==> src/hw/rtl/assert_macros.svh <==
// Assertion macros for the RTL modules.
`ifndef ASSERT_MACROS_SVH
`define ASSERT_MACROS_SVH

// Check a property on every clock edge outside reset.
`define ASSERT_RST(label, prop, msg) \
  label: assert property (@(posedge clk_i) disable iff (!rst_ni) (prop)) else $error(msg);

// Check a property on every clock edge, reset included.
`define ASSERT_ALL(label, prop, msg) \
  label: assert property (@(posedge clk_i) (prop)) else $error(msg);

`endif

==> src/hw/rtl/nec_ir_pkg.sv <==
// Types, timing windows and key table of the NEC infrared pulse decoder.
`timescale 1ns / 1ps
`default_nettype none

package nec_ir_pkg;

  typedef enum logic [2:0] {
    ST_OK        = 3'd0,
    ST_LEAD_LOW  = 3'd1,
    ST_LEAD_HIGH = 3'd2,
    ST_BIT_LOW   = 3'd3,
    ST_BIT_HIGH  = 3'd4
  } status_e;

  localparam int unsigned PhaseW = 7;
  localparam int unsigned DurW   = 16;

  localparam logic [PhaseW-1:0] PhaseIdle     = 7'd0;
  localparam logic [PhaseW-1:0] PhaseLeadHigh = 7'd1;
  localparam logic [PhaseW-1:0] PhaseFirstBit = 7'd2;
  localparam logic [PhaseW-1:0] LastPhase     = 7'd65;

  localparam logic [DurW-1:0] LeadLowMin  = 16'd7833;
  localparam logic [DurW-1:0] LeadLowMax  = 16'd8755;
  localparam logic [DurW-1:0] LeadHighMin = 16'd3686;
  localparam logic [DurW-1:0] LeadHighMax = 16'd4608;
  localparam logic [DurW-1:0] MarkMin     = 16'd313;
  localparam logic [DurW-1:0] MarkMax     = 16'd718;
  localparam logic [DurW-1:0] ZeroMin     = 16'd313;
  localparam logic [DurW-1:0] ZeroMax     = 16'd715;
  localparam logic [DurW-1:0] OneMin      = 16'd1346;
  localparam logic [DurW-1:0] OneMax      = 16'd1750;

  typedef struct packed {
    logic       found;
    logic [7:0] code;
  } key_t;

  function automatic key_t key_lookup(input logic [7:0] cmd);
    key_t k;
    k.found = 1'b1;
    case (cmd)
      8'h45: k.code = 8'h00;
      8'h46: k.code = 8'h00;
      8'h47: k.code = 8'h00;
      8'h44: k.code = 8'h00;
      8'h40: k.code = 8'h25;
      8'h43: k.code = 8'h27;
      8'h07: k.code = 8'h00;
      8'h15: k.code = 8'h28;
      8'h09: k.code = 8'h26;
      8'h16: k.code = 8'h30;
      8'h19: k.code = 8'h1B;
      8'h0D: k.code = 8'h0D;
      8'h0C: k.code = 8'h31;
      8'h18: k.code = 8'h32;
      8'h5E: k.code = 8'h33;
      8'h08: k.code = 8'h34;
      8'h1C: k.code = 8'h35;
      8'h5A: k.code = 8'h36;
      8'h42: k.code = 8'h37;
      8'h52: k.code = 8'h38;
      8'h4A: k.code = 8'h39;
      default: begin
        k.found = 1'b0;
        k.code  = 8'h00;
      end
    endcase
    return k;
  endfunction

endpackage

`default_nettype wire

==> src/hw/rtl/nec_ir_pulse_decoder.sv <==
// Top level of the NEC infrared pulse decoder.
// Usage:
//   Input channel (in_valid_i/in_ready_o) carries one word per finished line
//   phase: pin_level_i (0 mark low, 1 space high) and duration_i in counts.
//   Output channel (out_valid_o/out_ready_i) carries one word per finished
//   frame or failed check: status_o, the four received bytes and the key
//   table lookup of the command byte. Phases that only advance the frame, and
//   high phases while idle, give no word.
//   Order: a word accepted into the input register is decoded from there,
//   and its result is loaded into the output register when the input
//   register advances; a stall on out_ready_i can hold it in between.
//   Throughput: one word per cycle while no stall holds a result word; the
//   range compares, the shift register update and the key ROM sit in one
//   stage between the input register and the output register.
//   Reset: idle, waiting for a lead low, frame shift register clear, no word
//   held in either register.
//   Stall: while out_valid_o waits on out_ready_i, the input register holds a
//   word only if it would produce a result; words that only advance the frame
//   keep flowing. in_ready_o drops once the input register is held.
`timescale 1ns / 1ps
`default_nettype none
`include "assert_macros.svh"

module nec_ir_pulse_decoder (
  input  wire logic        clk_i,
  input  wire logic        rst_ni,
  input  wire logic        in_valid_i,
  output logic             in_ready_o,
  input  wire logic        pin_level_i,
  input  wire logic [15:0] duration_i,
  output logic             out_valid_o,
  input  wire logic        out_ready_i,
  output logic [2:0]       status_o,
  output logic [7:0]       address_o,
  output logic [7:0]       address_inverse_o,
  output logic [7:0]       command_o,
  output logic [7:0]       command_inverse_o,
  output logic             key_found_o,
  output logic [7:0]       key_code_o
);

  logic                              s1_valid_q;
  logic                              s1_level_q;
  logic [nec_ir_pkg::DurW-1:0]       s1_dur_q;

  logic [nec_ir_pkg::PhaseW-1:0]     phase_q, phase_d;
  logic [31:0]                       shift_q, shift_d;

  logic                              emit;
  nec_ir_pkg::status_e               status_d;
  logic [31:0]                       bytes_d;
  nec_ir_pkg::key_t                  key_d;
  logic                              advance;

  logic                              out_valid_q;
  nec_ir_pkg::status_e               status_q;
  logic [31:0]                       bytes_q;
  nec_ir_pkg::key_t                  key_q;

  logic                              lead_low_ok, lead_high_ok, mark_ok, zero_ok, one_ok;
  logic [31:0]                       shifted;

  assign lead_low_ok  = (s1_dur_q >= nec_ir_pkg::LeadLowMin) &&
                        (s1_dur_q <= nec_ir_pkg::LeadLowMax);
  assign lead_high_ok = (s1_dur_q >= nec_ir_pkg::LeadHighMin) &&
                        (s1_dur_q <= nec_ir_pkg::LeadHighMax);
  assign mark_ok      = (s1_dur_q >= nec_ir_pkg::MarkMin) &&
                        (s1_dur_q <= nec_ir_pkg::MarkMax);
  assign zero_ok      = (s1_dur_q >= nec_ir_pkg::ZeroMin) &&
                        (s1_dur_q <= nec_ir_pkg::ZeroMax);
  assign one_ok       = (s1_dur_q >= nec_ir_pkg::OneMin) &&
                        (s1_dur_q <= nec_ir_pkg::OneMax);
  assign shifted      = {one_ok, shift_q[31:1]};

  always_comb begin
    emit     = 1'b0;
    status_d = nec_ir_pkg::ST_OK;
    bytes_d  = '0;
    key_d    = '0;
    phase_d  = phase_q;
    shift_d  = shift_q;
    if (phase_q == nec_ir_pkg::PhaseIdle) begin
      if (!s1_level_q) begin
        if (lead_low_ok) begin
          phase_d = nec_ir_pkg::PhaseLeadHigh;
          shift_d = '0;
        end else begin
          emit     = 1'b1;
          status_d = nec_ir_pkg::ST_LEAD_LOW;
        end
      end
    end else if (phase_q == nec_ir_pkg::PhaseLeadHigh) begin
      if (s1_level_q && lead_high_ok) begin
        phase_d = nec_ir_pkg::PhaseFirstBit;
      end else begin
        emit     = 1'b1;
        status_d = nec_ir_pkg::ST_LEAD_HIGH;
      end
    end else if (phase_q > nec_ir_pkg::LastPhase) begin
      emit     = 1'b1;
      status_d = nec_ir_pkg::ST_LEAD_LOW;
    end else if (!phase_q[0]) begin
      if (!s1_level_q && mark_ok) begin
        phase_d = phase_q + 7'd1;
      end else begin
        emit     = 1'b1;
        status_d = nec_ir_pkg::ST_BIT_LOW;
      end
    end else begin
      if (s1_level_q && (zero_ok || one_ok)) begin
        if (phase_q < nec_ir_pkg::LastPhase) begin
          phase_d = phase_q + 7'd1;
          shift_d = shifted;
        end else begin
          emit     = 1'b1;
          status_d = nec_ir_pkg::ST_OK;
          bytes_d  = shifted;
          key_d    = nec_ir_pkg::key_lookup(shifted[23:16]);
        end
      end else begin
        emit     = 1'b1;
        status_d = nec_ir_pkg::ST_BIT_HIGH;
      end
    end
    if (emit) begin
      phase_d = nec_ir_pkg::PhaseIdle;
      shift_d = '0;
    end
  end

  assign advance    = s1_valid_q && (!emit || !out_valid_q || out_ready_i);
  assign in_ready_o = !s1_valid_q || advance;

  always_ff @(posedge clk_i or negedge rst_ni) begin
    if (!rst_ni) begin
      s1_valid_q <= 1'b0;
    end else if (in_ready_o) begin
      s1_valid_q <= in_valid_i;
    end
  end

  always_ff @(posedge clk_i) begin
    if (in_ready_o && in_valid_i) begin
      s1_level_q <= pin_level_i;
      s1_dur_q   <= duration_i;
    end
  end

  always_ff @(posedge clk_i or negedge rst_ni) begin
    if (!rst_ni) begin
      phase_q <= nec_ir_pkg::PhaseIdle;
      shift_q <= '0;
    end else if (advance) begin
      phase_q <= phase_d;
      shift_q <= shift_d;
    end
  end

  always_ff @(posedge clk_i or negedge rst_ni) begin
    if (!rst_ni) begin
      out_valid_q <= 1'b0;
    end else if (advance && emit) begin
      out_valid_q <= 1'b1;
    end else if (out_ready_i) begin
      out_valid_q <= 1'b0;
    end
  end

  always_ff @(posedge clk_i) begin
    if (advance && emit) begin
      status_q <= status_d;
      bytes_q  <= bytes_d;
      key_q    <= key_d;
    end
  end

  assign out_valid_o       = out_valid_q;
  assign status_o          = status_q;
  assign address_o         = bytes_q[7:0];
  assign address_inverse_o = bytes_q[15:8];
  assign command_o         = bytes_q[23:16];
  assign command_inverse_o = bytes_q[31:24];
  assign key_found_o       = key_q.found;
  assign key_code_o        = key_q.code;

  `ASSERT_RST(a_phase_range, phase_q <= nec_ir_pkg::LastPhase, "phase index out of range")
  `ASSERT_RST(a_idle_clear, phase_q == nec_ir_pkg::PhaseIdle |-> shift_q == '0,
              "frame shift not clear while idle")
  `ASSERT_RST(a_err_zero, out_valid_q && status_q != nec_ir_pkg::ST_OK |->
              bytes_q == '0 && key_q == '0, "error word carries frame data")
  `ASSERT_RST(a_out_source, !out_valid_q ##1 out_valid_q |-> $past(advance && emit),
              "output word without a decoded phase")
  `ASSERT_RST(a_result_resets, advance && emit |=> phase_q == nec_ir_pkg::PhaseIdle,
              "decoder not idle after a result")

endmodule

`default_nettype wire
==> config.mk <==
export PLATFORM = sky130hd
export DESIGN_NAME = nec_ir_pulse_decoder
export DESIGN_NICKNAME = d
export VERILOG_FILES = /design/src/hw/rtl/nec_ir_pkg.sv /design/src/hw/rtl/nec_ir_pulse_decoder.sv
export VERILOG_INCLUDE_DIRS = /design/src /design/src/hw/rtl
export SDC_FILE = /design/constraint.sdc
export NUM_CORES = 1
export LEC_CHECK = 0
export BUFFER_PORTS_ARGS = -buffer_cell sky130_fd_sc_hd__buf_4
export CORE_MARGIN = 5
export CORE_UTILIZATION = 55
export CTS_CLUSTER_SIZE = 8
export DETAILED_ROUTE_END_ITERATION = 10
export PLACE_DENSITY = 0.77
export SYNTH_ARGS = -nofsm -noshare
export SYNTH_HDL_FRONTEND = slang
export SYNTH_SLANG_ARGS = --single-unit
==> constraint.sdc <==
create_clock -name clk_i -period 11.3 [get_ports clk_i]
set_clock_uncertainty 0.1 [all_clocks]
set_input_delay 0 -clock clk_i [delete_from_list [all_inputs] [get_ports clk_i]]
set_output_delay 0 -clock clk_i [all_outputs]
set_load 0.05 [all_outputs]
==> key figures <==
Logic synthesis
  • Post-synth top area share: 37.1%
  • Main synth FF type: edfxtp_1
  • Largest cells by area after synthesis: edfxtp_1 (37%), dfrtp_1 (21%), a22o_1 (5.7%)
  • Synth Warn #: 0
  • Yosys reg bits: 99
  • Mapped Area: 0.00477 mm2
  • Asr flop ratio synth: 40.4%
  • Gate Count Post-Synth: 399
  • Sequential fraction of the synthesis area: 58.1%
  • Syn avg cell area: 12.0 um2
  • Post-synth EDFFs: 59
  • Synth cell types: 68
  • Synth area leader: edfxtp_1

Finish
  • Most frequent cells in the layout: buf_4 (66), edfxtp_1 (59), dfrtp_1 (40)
  • Area delta synth->final: 19.1%
  • Commonest non-fill, non-tap cell in the layout: buf_4
  • Area of the multi-input gates: 0.00185 mm2
  • Nets: 498
  • FF/Latch Area: 0.00277 mm2
  • Share of layout cells above drive strength 1: 21.7%
  • Fillers: 669
  • N_diodes: 0

Timing
  • Final setup violation count: 0
  • Hold Vio Cnt, Final: 0
  • Max transition margin: 22.2%
  • RSZ-0062 raised after global routing: false
  • Tmin final: 3590 ps
  • Min Hold Slack: 30.5 ps
  • Maximum clock frequency: 278 MHz
  • Max-slew violations: 0
  • Setup TNS Final: 0 ps
  • Worst Max-Slew Pin Slew: 1170 ps
  • Period utilization: 31.8%

Clocking
  • Cts hold-fix bufs: 21
  • CTS H-tree depth: 3
  • CTS resizes: 0
  • CTS tree: built
  • Total CTS buffers: 9
  • Skew-Pair Late Insertion Delay: 370 ps
  • Clk root buf: clkbuf_8
  • Postcts setup bufs: 0
  • CTS max path bufs: 2
  • Worst-path clk slew: 110 ps
  • CTS Sinks: 99

Setup path
  • Critical Path RT: 11190 ps
  • Critical setup path kind: register to register
  • Crit path DAT: 3490 ps
  • RR Endpoint: bytes_q[20]$_SDFFCE_PP0P_
  • Crit path capture type: register
  • Reg2reg setup slack: 7710 ps
  • Worst R2R Path Depth: 7
  • CP endpoint: bytes_q[20]$_SDFFCE_PP0P_
  • CP startpoint kind: register
  • Worst Setup SP: s1_dur_q[5]$_DFFE_PP_
  • CP max FO: 42
  • Worst R2R Start: s1_dur_q[5]$_DFFE_PP_

Place
  • Post-DP HPWL: 6510 um
  • Port bufs: 64
  • GPL Wtd Cong: 0.886

Run
  • Maxcap violations: 0

Detailed routing
  • Number of iterations in the first detailed-routing pass: 5
  • Post-route DRC: 0
  • First DRT Iteration DRCs: 111
  • Vias per std cell: 5.93
  • Detailed-route wire length: 9710 um
  • Routed Antenna Nets: 0
  • Via count: 3478
  • Drt wl/cell: 16.5 um

Global routing
  • Largest net degree at the start of global routing: 43
  • Via count of the first global-routing pass: 3250
  • First-pass GRT wire length: 15800 um
  • Gr usage total: 19.0%
  • Initial antenna violation count: 0
  • GR Overflow Total: 0

Floorplanning
  • Die W: 103 um
  • DIE AREA: 0.0106 mm2
  • Site Rows: 34
  • Num ports: 67
  • Initial Util: 55.5%
  • Chip Height: 103 um
  • Core area: 0.00859 mm2

Pwr
  • Tot Pwr: 1.21 mW
  • Worst VDD drop: 159 uV
  • Leak: 2.33 nW
  • Pwr dens: 213 mW/mm2

Status
  • Status: finished, final reports clean

Worst hold path
  • Hold Crit Class: input pin to async pin
==> synthesized netlist by cell type (4+ instances only) <==
library cell	instances
edfxtp_1	59
dfrtp_1	40
and2_1	34
a22o_1	31
nor2_1	22
nand2_1	18
clkbuf_1	17
a21oi_1	15
o21ai_0	14
nand3_1	11
nor3_1	11
and3_1	10
a31oi_1	7
o211ai_1	7
a21o_1	6
inv_1	6
nor2b_1	6
buf_6	4
nand3b_1	4
o211a_1	4
==> power by group <==
| group | leakage (nW) | total (mW) | internal (mW) | switching [mW] |
|---|---|---|---|---|
| registers | 1.12 | 0.507 | 0.471 | 0.0364 |
| logic | 1.11 | 0.480 | 0.134 | 0.346 |
| clock network | 0.0933 | 0.223 | 0.0866 | 0.137 |
| total | 2.33 | 1.21 | 0.692 | 0.519 |
==> how the worst min path moves through the flow <==
stage | start | end | slack [ps]
2_1_floorplan | rst_ni | out_valid_o$_DFFE_PN0P_ | -400
3_3_place_gp | rst_ni | shift_q[8]$_DFFE_PN0P_ | -90
3_5_place_dp | rst_ni | shift_q[8]$_DFFE_PN0P_ | -90
4_1_cts | rst_ni | shift_q[8]$_DFFE_PN0P_ | 50
5_1_grt | rst_ni | shift_q[8]$_DFFE_PN0P_ | 70
6_report | rst_ni | shift_q[8]$_DFFE_PN0P_ | 30
==> area by class of cell <==
type	instances	area share, %
flip-flops and latches	99	48.8
multi-input cells	270	32.6
repair buffers	87	12.4
well taps	108	2.38
clock buffers	9	2.18
clock inverters	7	1.21
inverters	7	0.462
==> metal layers <==
| layer | routed length (um) | global-route usage, % | part of all wire (%) | vias to the layer above |
|---|---|---|---|---|
| li1 | - | - | - | 1688 |
| met1 | 4130 | 25.3 | 43 | 1659 |
| met2 | 4810 | 31.3 | 50 | 114 |
| met3 | 609 | 3.99 | 6.3 | 17 |
| met4 | 157 | 6.37 | 1.6 | 0 |
| met5 | 0 | 0 | 0 | - |
==> critical path, cell delays in order (launching register included) <==
cell	delay, ps
edfxtp_1	520
or4_4	580
nor4_2	220
nor4_1	110
a211o_1	370
a21oi_4	240
a21o_1	220
and3_2	850
==> per-stage QoR <==
step	utilization (%)	std cells	cell area [um2]	setup slack [ps]
6_report	66.1	587	5680	7710
5_1_grt	66.1	587	5680	7530
4_1_cts	66.1	587	5680	7720
3_5_place_dp	61.4	550	5280	7740
3_3_place_gp	61.4	550	5280	7820
2_1_floorplan	-	400	4770	7720
==> registers in the layout, indices dropped and copies added, names as in the netlist <==
register and count:
key_found_o 1, s1_dur_q 16, status_o 3, out_valid_o 1, bytes_q 32, s1_valid_q 1
key_code_o 6, phase_q 7, s1_level_q 1, shift_q 31
==> kinds of logic after synthesis <==
logic type / count (synthesis) / synth area share (%)
adder cells (fa/ha/maj): 3 / 0.787
buffers and inverters: 31 / 3.25
AND/OR/NAND/NOR: 145 / 18.0
multiplexers: 1 / 0.236
XOR/XNOR: 1 / 0.184
AO/OA/AOI/OAI: 118 / 19.4
flip-flops: 99 / 58.1
other: 1 / 0.0786
(Power assumes the default switching activity.)
